$ cat config.mk
export PLATFORM = sky130hd
export DESIGN_NAME = boxcar_moving_average
export DESIGN_NICKNAME = d
export VERILOG_FILES = /design/src/rtl/core/bma_pkg.sv /design/src/rtl/core/bma_ctrl.sv /design/src/rtl/core/bma_dpath.sv /design/src/rtl/core/boxcar_moving_average.sv
export VERILOG_INCLUDE_DIRS = /design/src /design/src/rtl/core
export SDC_FILE = /design/constraint.sdc
export NUM_CORES = 1
export LEC_CHECK = 0
export ABC_AREA = 1
export BUFFER_PORTS_ARGS = -buffer_cell sky130_fd_sc_hd__clkbuf_2
export CORE_AREA = 2 2 448 339
export CTS_BUF_LIST = sky130_fd_sc_hd__clkbuf_8 sky130_fd_sc_hd__clkbuf_16
export CTS_CLUSTER_SIZE = 10
export DETAILED_ROUTE_END_ITERATION = 7
export DIE_AREA = 0 0 450 341
export GPL_ROUTABILITY_DRIVEN = 0
export PLACE_DENSITY = 0.46
export SLEW_MARGIN = 25
export SYNTH_ARGS = -nofsm -noshare
export SYNTH_HDL_FRONTEND = slang
export SYNTH_SLANG_ARGS = --single-unit
$ cat constraint.sdc
create_clock -name clock -period 6.9 [get_ports clock]
set_clock_uncertainty 0.05 [all_clocks]
set_input_delay 0 -clock clock [delete_from_list [all_inputs] [get_ports clock]]
set_output_delay 0 -clock clock [all_outputs]
set_load 0.005 [all_outputs]
$ cat src/rtl/core/boxcar_moving_average_macros.svh
// Assertion macros for the boxcar moving average block.
// Each macro expects signals named clock and reset in the including scope.
`ifndef BOXCAR_MOVING_AVERAGE_MACROS_SVH
`define BOXCAR_MOVING_AVERAGE_MACROS_SVH

`ifndef NO_ASSERTIONS
`define BMA_ASSERT_SAME(label, ante, cons, msg) \
   label: assert property (@(posedge clock) disable iff (reset) (ante) |-> (cons)) \
      else $error(msg);
`define BMA_ASSERT_NEXT(label, ante, cons, msg) \
   label: assert property (@(posedge clock) disable iff (reset) (ante) |=> (cons)) \
      else $error(msg);
`define BMA_ASSERT_ALWAYS(label, cond, msg) \
   label: assert property (@(posedge clock) disable iff (reset) (cond)) \
      else $error(msg);
`else
`define BMA_ASSERT_SAME(label, ante, cons, msg)
`define BMA_ASSERT_NEXT(label, ante, cons, msg)
`define BMA_ASSERT_ALWAYS(label, cond, msg)
`endif

`endif

$ cat src/rtl/core/bma_pkg.sv
`default_nettype none

package bma_pkg;

   localparam int LEN_BITS = 7;
   localparam logic [LEN_BITS-1:0] LEN_RESET = 7'd16;

   typedef enum logic [2:0] {
      ST_IDLE,
      ST_PRIME,
      ST_READ,
      ST_UPDATE,
      ST_DIV_LOAD,
      ST_DIVIDE,
      ST_FINISH
   } bma_state_type;

   typedef struct packed {
      logic load_sample;
      logic prime;
      logic update;
      logic div_load;
      logic div_step;
      logic load_result;
   } bma_cmd_type;

   typedef struct packed {
      logic primed;
      logic div_last;
      logic out_free;
   } bma_status_type;

endpackage

`default_nettype wire

$ cat src/rtl/core/bma_ctrl.sv
`default_nettype none

module bma_ctrl (
   input  wire logic                    clock,
   input  wire logic                    reset,
   input  wire logic                    req_tvalid,
   output logic                         req_tready,
   input  wire bma_pkg::bma_status_type status,
   output bma_pkg::bma_cmd_type         cmd
);
   import bma_pkg::*;

   bma_state_type state_ff;
   bma_state_type state_in;

   always_ff @(posedge clock) begin
      if (reset) begin
         state_ff <= ST_IDLE;
      end else begin
         state_ff <= state_in;
      end
   end

   always_comb begin
      state_in = state_ff;
      case (state_ff)
         ST_IDLE: begin
            if (req_tvalid) begin
               state_in = status.primed ? ST_READ : ST_PRIME;
            end
         end
         ST_PRIME:    state_in = ST_FINISH;
         ST_READ:     state_in = ST_UPDATE;
         ST_UPDATE:   state_in = ST_DIV_LOAD;
         ST_DIV_LOAD: state_in = ST_DIVIDE;
         ST_DIVIDE: begin
            if (status.div_last) begin
               state_in = ST_FINISH;
            end
         end
         ST_FINISH: begin
            if (status.out_free) begin
               state_in = ST_IDLE;
            end
         end
         default:     state_in = ST_IDLE;
      endcase
   end

   always_comb begin
      cmd        = '0;
      req_tready = 1'b0;
      case (state_ff)
         ST_IDLE: begin
            req_tready      = 1'b1;
            cmd.load_sample = req_tvalid;
         end
         ST_PRIME:    cmd.prime    = 1'b1;
         ST_READ:     cmd          = '0;
         ST_UPDATE:   cmd.update   = 1'b1;
         ST_DIV_LOAD: cmd.div_load = 1'b1;
         ST_DIVIDE:   cmd.div_step = 1'b1;
         ST_FINISH:   cmd.load_result = status.out_free;
         default:     cmd          = '0;
      endcase
   end

endmodule

`default_nettype wire

$ cat src/rtl/core/bma_dpath.sv
`default_nettype none

module bma_dpath #(
   parameter int MAX_WINDOW  = 64,
   parameter int SAMPLE_BITS = 16
) (
   input  wire logic                            clock,
   input  wire logic                            reset,
   input  wire logic                            csr_valid,
   input  wire logic [bma_pkg::LEN_BITS-1:0]    csr_data,
   input  wire logic signed [SAMPLE_BITS-1:0]   req_sample,
   input  wire bma_pkg::bma_cmd_type            cmd,
   output bma_pkg::bma_status_type              status,
   output logic                                 rsp_valid,
   input  wire logic                            rsp_ready,
   output logic [SAMPLE_BITS-1:0]               rsp_data
);
   import bma_pkg::*;

   localparam int ADDR_BITS  = (MAX_WINDOW > 1) ? $clog2(MAX_WINDOW) : 1;
   localparam int TOTAL_BITS = SAMPLE_BITS + LEN_BITS;
   localparam int CMP_BITS   = ((ADDR_BITS > LEN_BITS) ? ADDR_BITS : LEN_BITS) + 1;
   localparam int CNT_BITS   = $clog2(TOTAL_BITS);
   localparam int HEAD_BITS  = TOTAL_BITS - SAMPLE_BITS + 1;

   logic [LEN_BITS-1:0]          len_ff;
   logic                         primed_ff;
   logic                         wrapped_ff;
   logic [ADDR_BITS-1:0]         pos_ff;
   logic [ADDR_BITS-1:0]         pos_in;
   logic signed [SAMPLE_BITS-1:0] sample_ff;
   logic signed [SAMPLE_BITS-1:0] prime_ff;
   logic signed [SAMPLE_BITS-1:0] rd_ff;
   logic signed [TOTAL_BITS-1:0] total_ff;
   logic signed [TOTAL_BITS-1:0] total_in;
   logic [TOTAL_BITS-1:0]        quot_ff;
   logic [LEN_BITS-1:0]          rem_ff;
   logic                         neg_ff;
   logic [CNT_BITS-1:0]          cnt_ff;
   logic                         rsp_valid_ff;
   logic [SAMPLE_BITS-1:0]       rsp_data_ff;

   logic [SAMPLE_BITS-1:0]       mem [MAX_WINDOW];

   logic [LEN_BITS-1:0]          win_len;
   logic signed [SAMPLE_BITS+LEN_BITS:0] prime_prod;
   logic signed [SAMPLE_BITS-1:0] old_smp;
   logic [CMP_BITS-1:0]          pos_inc;
   logic                         wrap;
   logic [TOTAL_BITS-1:0]        total_mag;
   logic [LEN_BITS:0]            div_shift;
   logic                         div_fit;
   logic [TOTAL_BITS-1:0]        res_full;
   logic [HEAD_BITS-1:0]         res_head;
   logic [SAMPLE_BITS-1:0]       res_sat;
   logic                         out_free;

   // zero length acts as one; clamp to the store depth
   always_comb begin
      if (len_ff == '0) begin
         win_len = LEN_BITS'(1);
      end else if (int'(len_ff) > MAX_WINDOW) begin
         win_len = LEN_BITS'(MAX_WINDOW);
      end else begin
         win_len = len_ff;
      end
   end

   assign prime_prod = sample_ff * $signed({1'b0, win_len});
   assign old_smp    = wrapped_ff ? rd_ff : prime_ff;
   assign total_in   = total_ff - TOTAL_BITS'(old_smp) + TOTAL_BITS'(sample_ff);
   assign pos_inc    = CMP_BITS'(pos_ff) + CMP_BITS'(1);
   assign wrap       = (pos_inc == CMP_BITS'(win_len));
   assign pos_in     = wrap ? '0 : ADDR_BITS'(pos_inc);
   assign total_mag  = total_ff[TOTAL_BITS-1] ? (~total_ff + TOTAL_BITS'(1)) : total_ff;
   assign div_shift  = {rem_ff, quot_ff[TOTAL_BITS-1]};
   assign div_fit    = (div_shift >= {1'b0, win_len});
   assign res_full   = neg_ff ? (~quot_ff + TOTAL_BITS'(1)) : quot_ff;
   assign res_head   = res_full[TOTAL_BITS-1:SAMPLE_BITS-1];
   assign out_free   = !rsp_valid_ff || rsp_ready;

   // saturate to the sample range
   always_comb begin
      if ((res_head == '0) || (res_head == '1)) begin
         res_sat = res_full[SAMPLE_BITS-1:0];
      end else begin
         res_sat = {res_full[TOTAL_BITS-1], {(SAMPLE_BITS-1){~res_full[TOTAL_BITS-1]}}};
      end
   end

   always_ff @(posedge clock) begin
      if (reset) begin
         len_ff       <= LEN_RESET;
         primed_ff    <= 1'b0;
         wrapped_ff   <= 1'b0;
         pos_ff       <= '0;
         total_ff     <= '0;
         rsp_valid_ff <= 1'b0;
      end else begin
         if (csr_valid) begin
            len_ff    <= csr_data;
            primed_ff <= 1'b0;
            pos_ff    <= '0;
         end else if (cmd.prime) begin
            primed_ff  <= 1'b1;
            wrapped_ff <= 1'b0;
            pos_ff     <= '0;
            total_ff   <= prime_prod[TOTAL_BITS-1:0];
         end else if (cmd.update) begin
            pos_ff   <= pos_in;
            total_ff <= total_in;
            if (wrap) begin
               wrapped_ff <= 1'b1;
            end
         end
         if (cmd.load_result) begin
            rsp_valid_ff <= 1'b1;
         end else if (rsp_ready) begin
            rsp_valid_ff <= 1'b0;
         end
      end
   end

   always_ff @(posedge clock) begin
      rd_ff <= mem[pos_ff];
      if (cmd.update) begin
         mem[pos_ff] <= sample_ff;
      end
   end

   always_ff @(posedge clock) begin
      if (cmd.load_sample) begin
         sample_ff <= req_sample;
      end
      if (cmd.prime) begin
         prime_ff <= sample_ff;
         quot_ff  <= TOTAL_BITS'(sample_ff);
         neg_ff   <= 1'b0;
      end else if (cmd.div_load) begin
         quot_ff <= total_mag;
         rem_ff  <= '0;
         neg_ff  <= total_ff[TOTAL_BITS-1];
         cnt_ff  <= '0;
      end else if (cmd.div_step) begin
         quot_ff <= {quot_ff[TOTAL_BITS-2:0], div_fit};
         rem_ff  <= div_fit ? LEN_BITS'(div_shift - {1'b0, win_len}) : div_shift[LEN_BITS-1:0];
         cnt_ff  <= cnt_ff + CNT_BITS'(1);
      end
      if (cmd.load_result) begin
         rsp_data_ff <= res_sat;
      end
   end

   assign status.primed   = primed_ff;
   assign status.div_last = (cnt_ff == CNT_BITS'(TOTAL_BITS - 1));
   assign status.out_free = out_free;
   assign rsp_valid       = rsp_valid_ff;
   assign rsp_data        = rsp_data_ff;

endmodule

`default_nettype wire

$ cat src/rtl/core/boxcar_moving_average.sv
// Sequence: a primed item passes through READ, UPDATE, DIV_LOAD, the DIVIDE loop and FINISH,
//    the priming item through PRIME and FINISH; FINISH waits until the output register is free.
// The one-bit-per-cycle divider sets the pace; no new item is taken until the last result is loaded.
// Reset: synchronous, active high; clears control, total and ring position, length 16.
// The window store is not cleared: the first sample after reset or a length write primes it.
`default_nettype none

module boxcar_moving_average #(
   parameter int MAX_WINDOW  = 64,
   parameter int SAMPLE_BITS = 16
) (
   input  wire logic                                 clock,
   input  wire logic                                 reset,
   input  wire logic                                 csr_valid,
   output logic                                      csr_ready,
   input  wire logic [bma_pkg::LEN_BITS-1:0]         csr_data,
   input  wire logic                                 req_tvalid,
   output logic                                      req_tready,
   input  wire logic [((SAMPLE_BITS+7)/8)*8-1:0]     req_tdata,  // sample
   output logic                                      rsp_tvalid,
   input  wire logic                                 rsp_tready,
   output logic [((SAMPLE_BITS+7)/8)*8-1:0]          rsp_tdata   // average
);
   import bma_pkg::*;

   `include "boxcar_moving_average_macros.svh"

   localparam int TDATA_BITS = ((SAMPLE_BITS + 7) / 8) * 8;

   bma_cmd_type            cmd;
   bma_status_type         status;
   logic [SAMPLE_BITS-1:0] rsp_average;

   assign csr_ready = 1'b1;

   bma_ctrl u_ctrl (
      .clock      (clock),
      .reset      (reset),
      .req_tvalid (req_tvalid),
      .req_tready (req_tready),
      .status     (status),
      .cmd        (cmd)
   );

   bma_dpath #(
      .MAX_WINDOW  (MAX_WINDOW),
      .SAMPLE_BITS (SAMPLE_BITS)
   ) u_dpath (
      .clock      (clock),
      .reset      (reset),
      .csr_valid  (csr_valid),
      .csr_data   (csr_data),
      .req_sample (req_tdata[SAMPLE_BITS-1:0]),
      .cmd        (cmd),
      .status     (status),
      .rsp_valid  (rsp_tvalid),
      .rsp_ready  (rsp_tready),
      .rsp_data   (rsp_average)
   );

   assign rsp_tdata = TDATA_BITS'(rsp_average);

   `BMA_ASSERT_SAME(a_no_overwrite, cmd.load_result, status.out_free, "result overwritten")
   `BMA_ASSERT_NEXT(a_busy_after_take, req_tvalid && req_tready, !req_tready, "second transfer while busy")
   `BMA_ASSERT_ALWAYS(a_one_command, $onehot0(cmd), "several datapath commands at once")

endmodule

`default_nettype wire
# After elaboration in Yosys (flattened, before gate mapping)
# Memories as Yosys holds them, arrays and structs flattened. A register that Yosys moved wholly into a read port is not among the register bits.
# Index checks and enable logic that the tools add are counted.
dict set report word_totals {
  input_bits 28
  word_cells 93
  ff_bits 126
  ramBits 1024
  memories 1
}
# memory depth width read_ports rd_ports_with_merged_regs write_ports line
set mem_list {}
lappend mem_list {u_dpath.mem 64 16 1 1 1 bma_dpath.sv:43} ;# logic [SAMPLE_BITS-1:0] mem [MAX_WINDOW];
dict set report classes {
  n_bitwise 5
  n_mul 1
  reduce_logical 17
  magnitude_cmp 2
  n_mux 34
  eq_ne 12
  addsub 7
}
# cell count
set ops {}
lappend ops {{23-bit two-way mux} 7}
lappend ops {{23-bit NOT} 2}
lappend ops {{16-bit two-way mux} 2}
lappend ops {{7-bit two-way mux} 4}
lappend ops {{23-bit by 1-bit adder with 23-bit output (second input constant)} 1}
lappend ops {{23-bit by 16-bit adder with 23-bit output} 1}
lappend ops {{23-bit by 2-bit adder with 23-bit output (second input constant)} 1}
lappend ops {{16-bit by 8-bit multiplier with 23-bit output} 1}
lappend ops {{23-bit by 16-bit subtractor with 23-bit output} 1}
lappend ops {{3-bit case mux with 7 select lines} 1}
lappend ops {{1-bit two-way mux} 14}
lappend ops {{3-bit == test (second input constant)} 3}
lappend ops {{3-bit two-way mux} 3}
lappend ops {{8-bit by 7-bit == test with 1-bit output} 1}
lappend ops {{8-bit == test (second input constant)} 1}
lappend ops {{8-bit by 7-bit >= comparator with 1-bit output} 1}
lappend ops {{8-bit zero test} 1}
lappend ops {{2-bit nonzero test} 4}
lappend ops {{6-bit by 1-bit adder with 7-bit output (second input constant)} 1}
lappend ops {{7-bit > comparator (second input constant)} 1}
lappend ops {{7-bit zero test} 1}
lappend ops {{7-bit subtractor} 1}
lappend ops {{3-bit by 2-bit == test with 1-bit output (second input constant)} 2}
lappend ops {{6-bit two-way mux} 1}
lappend ops {{other kinds (16)} 22}

# Logic depth before layout (Yosys ltp)
dict set report logic_depth {
  word_depth 7
  depth_mapped 28
  mapped_depth_nobuf 27
}

# Hierarchy
# A second synthesis with hierarchy kept.
dict set report hier_totals {
  cells_unflattened 4448
  hier_area_um2 51783.4
}
# mod cells_per_inst seq_area_each_um2 area_each_um2 instances
set modules_own_cells {}
lappend modules_own_cells {bma_dpath 4405 34363.0 51514.4 1}
lappend modules_own_cells {bma_ctrl 41 60.1 257.7 1}
lappend modules_own_cells {boxcar_moving_average 2 0.0 11.3 1}

# Least setup slack after synthesis
# No wires, ideal clock.
dict set report synth_path {
  kind {reg2reg}
  from {register u_dpath.sample_ff[6]}
  to {register u_dpath.total_ff[18]}
  path_stages_with_launch 21
  period_less_slack_ns 5.105
  setup_ns 0.117
  path_slack_ns 1.795
  arrival_ns 4.938
  cell_sequence {edfxtp_1 clkinv_1 nor2_1 fa_1 fa_1 fa_1 inv_1 fa_1 inv_1 ha_1 nand2_1 nor2_1 nand2_1 o211ai_1 nand3_1 nand2_1 nand2_1 nand3_1 nand2_1 nor2_1 nor2_1}
}
dict set report synth_via {
  elab_chain_len 3
  elab_cells_between_ends 4
  cone_classes {1 x add/sub; 1 x mul; 2 x mux}
}
# element line
set synth_rtl {}
lappend synth_rtl {{from (decl)} bma_dpath.sv:31} ;# logic signed [SAMPLE_BITS-1:0] sample_ff;
lappend synth_rtl {{from (signal assigned)} bma_dpath.sv:133} ;# sample_ff <= req_sample;
lappend synth_rtl {{branches (longest 2 deep; another with 16-bit by 8-bit multiplier with 23-bit output)} -}
lappend synth_rtl {{23-bit two-way mux *} bma_dpath.sv:104} ;# end else if (cmd.prime) begin
lappend synth_rtl {{to (signal assigned)} bma_dpath.sv:108} ;# total_ff <= prime_prod[TOTAL_BITS-1:0];
lappend synth_rtl {{to (signal assigned)} bma_dpath.sv:111} ;# total_ff <= total_in;
lappend synth_rtl {{to (decl)} bma_dpath.sv:34} ;# logic signed [TOTAL_BITS-1:0] total_ff;
# Mark *: on every way between the ends. The select of a mux whose other input is x is not followed.
# A chain may end at the register's enable or synchronous reset.

# Worst setup path after layout
dict set report layout_path {
  from {register u_dpath.len_ff[6]}
  to {register u_dpath.total_ff[22]}
}
dict set report layout_via {
  elab_chain_len 5
  elab_cells_between_ends 6
  cone_classes {1 x mul; 1 x order compare; 3 x mux; 1 x reduce/logical}
}
# element line
set layout_rtl {}
lappend layout_rtl {{from (decl)} bma_dpath.sv:26} ;# logic [LEN_BITS-1:0] len_ff;
lappend layout_rtl {{from (signal assigned)} bma_dpath.sv:101} ;# len_ff <= csr_data;
lappend layout_rtl {{7-bit > comparator} bma_dpath.sv:62} ;# end else if (int'(len_ff) > MAX_WINDOW) begin
lappend layout_rtl {{7-bit two-way mux} bma_dpath.sv:62}
lappend layout_rtl {{7-bit two-way mux *} bma_dpath.sv:60} ;# if (len_ff == '0) begin
lappend layout_rtl {{16-bit by 8-bit multiplier with 23-bit output *} bma_dpath.sv:69} ;# assign prime_prod = sample_ff * $signed({1'b0, win_len});
lappend layout_rtl {{23-bit two-way mux *} bma_dpath.sv:104}
# Every way passes the cells marked *; elsewhere a longest branch is shown, timed or not.

==> parameters.txt <==
Parameter                              Value

Outcome
  Status    completed

Clocking
  Clock tree from TritonCTS    yes
  Post-CTS resize count    0
  Clock Sinks    1166
  Clock buffer depth    3
  Cts hold-fix bufs    65
  Root buffer cell    sky130_fd_sc_hd__clkbuf_16
  Clock buffers created by TritonCTS    137
  Clock-pin slew on the worst setup and hold paths    0.06 ns
  Number of H-tree branching levels    4
  Clock latency at the later pin of the worst-skew pair    0.78 ns
  Number of setup buffers added after CTS    0

Worst setup path
  Combined buffer and inverter count along the critical path    8
  Type of the worst setup path    flop to flop
  CP max-delay cell    sky130_fd_sc_hd__fa_1
  Crit start category    flop
  Critical path fanouts, max    20
  Critical path's most frequent cell    sky130_fd_sc_hd__inv_1
  Endpoint arrival time on the critical path    6.31 ns
  Stage delay of the slowest cell on the critical path    0.71 ns
  Endpoint type of the worst setup path    flop
  Family of cells with the greatest summed delay on the critical path    adder cells
  CP Cell Sequence    buf_4 -> inv_1 -> nand2_1 -> inv_1 -> nand2_1 -> fa_1 -> inv_1 -> fa_1 -> inv_1 -> fa_1 -> fa_1 -> inv_1 -> ha_1 -> inv_1 -> nor3_1 -> and2_1 -> nand4_1 -> nand3_1 -> nand2_1 -> nand3_1 -> nand3_1 -> nand2_1 -> inv_1
  Required time reported for the critical path endpoint    7.52 ns

Timing
  Sum of negative setup slack    0 ns
  Max Clock Freq    176 MHz
  Portion of the clock cycle consumed by the worst path in the final layout    82.4%
  Fin Hold WS    0.170 ns
  RSZ-0062 raised after global routing    false
  Final hold violation count    0
  Worst slew margin relative to its limit    28.1%
  Slew at the pin closest to its max-slew limit    1.07 ns
  Time the final worst path needs with I/O delays and setup    5.68 ns
  Final-report setup violation count    0
  Fin. max-slew vios    0

Power
  Part of the total power dissipated in sequential elements    42.7%
  Switching power share of the total    33.2%
  Leakage Power    22.2 nW
  NetSw    0.00676 W
  Clock power share    31.9%
  Share of power burned in combinational logic    25.4%
  Maximum VDD drop    0.260 mV
  Internal power contribution    0.0136 W
  Cell area power density    341 nW/µm²

Route
  First-pass iteration count of the detailed router    8
  Count of vias placed by the detailed router    34500
  Remaining routing DRC violations    0
  Post-DRT Antenna Nets    0
  Number of design-rule violations left by the first detailed-router iteration    3777
  Routed via count divided by cell count    5.14
  Detailed Route WL    169000 µm
  Detail-routed net length per standard cell    25.2 µm

Synth
  Number of synthesized flops with an enable pin    1107
  Multiplexer fraction of the synthesized cell area    0%
  Per-instance average area after synthesis    11.7 µm²
  Number of nets produced by synthesis    4663
  Number of distinct library cells after synthesis    51
  Number of flip-flops and latches in the synthesized netlist    1166
  Largest family of logic cells by synthesized area    simple AND/OR/NAND/NOR gates
  Post-synthesis share of cell area spent on full adders, half adders and majority gates    6.08%
  Complex-gate fraction of the synthesized area    7.47%
  Count of yosys warnings during synthesis    0
  Fraction of synthesized cell area in xor and xnor cells    0.894%
  Synthesized cell area    51900 µm²
  Prevailing post-synth register cell    sky130_fd_sc_hd__edfxtp_1
  Fraction of registers with async set or reset after synthesis    0%
  Gate count of the mapped netlist    4447
  Sequential element share of the synthesized area    66.3%
  Synth Area in Simple Gates    14.5%

Cells and area
  Share of layout cells above drive strength 1    9.07%
  Most frequent cells in the layout    1195 x sky130_fd_sc_hd__nand2_1, 1107 x sky130_fd_sc_hd__edfxtp_1, 438 x sky130_fd_sc_hd__inv_1
  Synthesis-to-layout area growth    14.8%
  Net count reported at finish    4868
  Most frequent standard cell in the layout excluding fill and tap cells    sky130_fd_sc_hd__nand2_1

Global route
  Gr ovfl total    0
  Global-route wire length before repair    242000 µm
  Initial antenna violation count    8
  Global router's overall resource usage    21.9%
  Pin count of the biggest net entering global routing    87
  Via count of the first global-routing pass    33400

Floorplanning
  Number of primary I/O pins    47
  Standard-cell row count    123
  Total die area    153000 µm²
  Core Footprint    149000 µm²
  Die Height    341 µm
  Die boundary width    450 µm
  Starting utilization of the core area    34.8%

Hold path
  Class of the tightest hold or removal check    input pin to flop

Placed design
  DPL Wire Length    104000 µm
  Input/output buffers    45

Run
  Max Cap Viol    0
[worst reg2reg max path, cell delays in order, from the launching register on]
cell and delay (ns):
sky130_fd_sc_hd__dfxtp_1 0.29, sky130_fd_sc_hd__buf_4 0.21, sky130_fd_sc_hd__inv_1 0.23, sky130_fd_sc_hd__nand2_1 0.41, sky130_fd_sc_hd__inv_1 0.34, sky130_fd_sc_hd__nand2_1 0.20, sky130_fd_sc_hd__fa_1 0.71, sky130_fd_sc_hd__inv_1 0.11
sky130_fd_sc_hd__fa_1 0.56, sky130_fd_sc_hd__inv_1 0.05, sky130_fd_sc_hd__fa_1 0.45, sky130_fd_sc_hd__fa_1 0.57, sky130_fd_sc_hd__inv_1 0.06, sky130_fd_sc_hd__ha_1 0.33, sky130_fd_sc_hd__inv_1 0.07, sky130_fd_sc_hd__nor3_1 0.23
sky130_fd_sc_hd__and2_1 0.18, sky130_fd_sc_hd__nand4_1 0.11, sky130_fd_sc_hd__nand3_1 0.11, sky130_fd_sc_hd__nand2_1 0.05, sky130_fd_sc_hd__nand3_1 0.07, sky130_fd_sc_hd__nand3_1 0.08, sky130_fd_sc_hd__nand2_1 0.07, sky130_fd_sc_hd__inv_1 0.04
[power groups by stage]
stage | sequential (W) | combinational (W) | clock (W)
2_1_floorplan | 0.00893 | 0.00318 | 0
3_3_place_gp | 0.00882 | 0.00505 | 0
3_5_place_dp | 0.00882 | 0.00503 | 0
4_1_cts | 0.00868 | 0.00509 | 0.00660
5_1_grt | 0.00870 | 0.00580 | 0.00687
6_report | 0.00868 | 0.00516 | 0.00650
[metrics by stage]
| step | power (W) | setup WS, ns | cell area (µm²) | std cells | utilization (%) |
|---|---|---|---|---|---|
| floorplan | 0.0121 | 1.79 | 51900 | 4447 | - |
| detailed placement | 0.0139 | 1.27 | 55100 | 6448 | 37.0 |
| CTS | 0.0204 | 1.22 | 59600 | 6695 | 40.0 |
| global placement | 0.0139 | 1.31 | 55000 | 6448 | 36.9 |
| global route | 0.0214 | 0.840 | 59600 | 6695 | 40.0 |
| finish | 0.0203 | 1.22 | 59600 | 6697 | 40.0 |
[cells by family (layout without fill, tap and decap cells)]
logic type	count (synthesis)	after routing
AO/OA/AOI/OAI	596	596
XOR/XNOR	53	53
adder cells (fa/ha/maj)	188	188
buffers and inverters	599	847
flip-flops	1166	1166
other	1	3
AND/OR/NAND/NOR	1844	1844
[synth_stat cells (10+ instances only)]
master                      count  area (µm²)
sky130_fd_sc_hd__a21oi_1      130         651
sky130_fd_sc_hd__o21ai_1       15        75.1
sky130_fd_sc_hd__buf_1         13        48.8
sky130_fd_sc_hd__inv_1        415        1560
sky130_fd_sc_hd__dfxtp_1       59        1180
sky130_fd_sc_hd__clkbuf_1      63         236
sky130_fd_sc_hd__xor2_1        43         377
sky130_fd_sc_hd__nand2_1     1196        4490
sky130_fd_sc_hd__clkinv_1      10        37.5
sky130_fd_sc_hd__o31ai_1       12        90.1
sky130_fd_sc_hd__nand3_1      141         706
sky130_fd_sc_hd__o21ai_0      167         836
sky130_fd_sc_hd__nor3_1        30         150
sky130_fd_sc_hd__edfxtp_1    1107       33200
sky130_fd_sc_hd__buf_6         13         146
sky130_fd_sc_hd__a31oi_1       12        75.1
sky130_fd_sc_hd__nand4_1       94         588
sky130_fd_sc_hd__buf_2         72         360
sky130_fd_sc_hd__o2111ai_1     32         280
sky130_fd_sc_hd__xnor2_1       10        87.6
sky130_fd_sc_hd__o21a_1        11        82.6
sky130_fd_sc_hd__nor2_1       335        1260
sky130_fd_sc_hd__a22o_1        28         245
sky130_fd_sc_hd__a22oi_1       99         743
sky130_fd_sc_hd__fa_1         107        2140
sky130_fd_sc_hd__a221oi_1      61         534
sky130_fd_sc_hd__ha_1          81        1010
[flip-flops by register name, indices dropped and copies added, names as in the netlist, 3 cells and up]
name / cells
u_dpath.len_ff: 7
u_dpath.cnt_ff: 5
u_ctrl.state_ff: 3
u_dpath.prime_ff: 16
u_dpath.rsp_data: 16
u_dpath.sample_ff: 16
u_dpath.quot_ff: 23
u_dpath.rem_ff: 7
u_dpath.pos_ff: 6
u_dpath.mem: 1024
u_dpath.rd_ff: 16
u_dpath.total_ff: 23
[per-layer routing]
| metal | vias up | part of all wire (%) | track usage [%] | routed length (µm) |
|---|---|---|---|---|
| met5 | - | 0 | 0 | 0 |
| met4 | 0 | 1.7 | 5.10 | 2850 |
| met3 | 170 | 7.6 | 4.71 | 12800 |
| met2 | 1164 | 41 | 30.6 | 69000 |
| met1 | 17300 | 50 | 34.1 | 84300 |
| li1 | 15900 | - | - | - |
[worst paths after layout]
| path | depth (start not counted) | end | start | slack [ns] |
|---|---|---|---|---|
| setup / recovery | 23 | u_dpath.total_ff[22] | u_dpath.len_ff[6] | 1.22 |
| hold / removal | 6 | u_ctrl.state_ff[1] | req_tvalid | 0.17 |
| hold reg to reg | 2 | u_dpath.total_ff[2] | u_dpath.total_ff[2] | 0.49 |
| setup reg to reg | 23 | u_dpath.total_ff[22] | u_dpath.len_ff[6] | 1.22 |
[final cells by class]
class	instances	area [µm²]
antenna	2	5.00
clock buffer	139	3470
clock inverter	43	347
fill	14400	89400
inverter	434	1650
multi-input combinational	2682	15300
sequential	1166	34400
tap	2000	2500
timing repair buffer	231	1900
No activity file was read; power rests on OpenSTA's default activity.
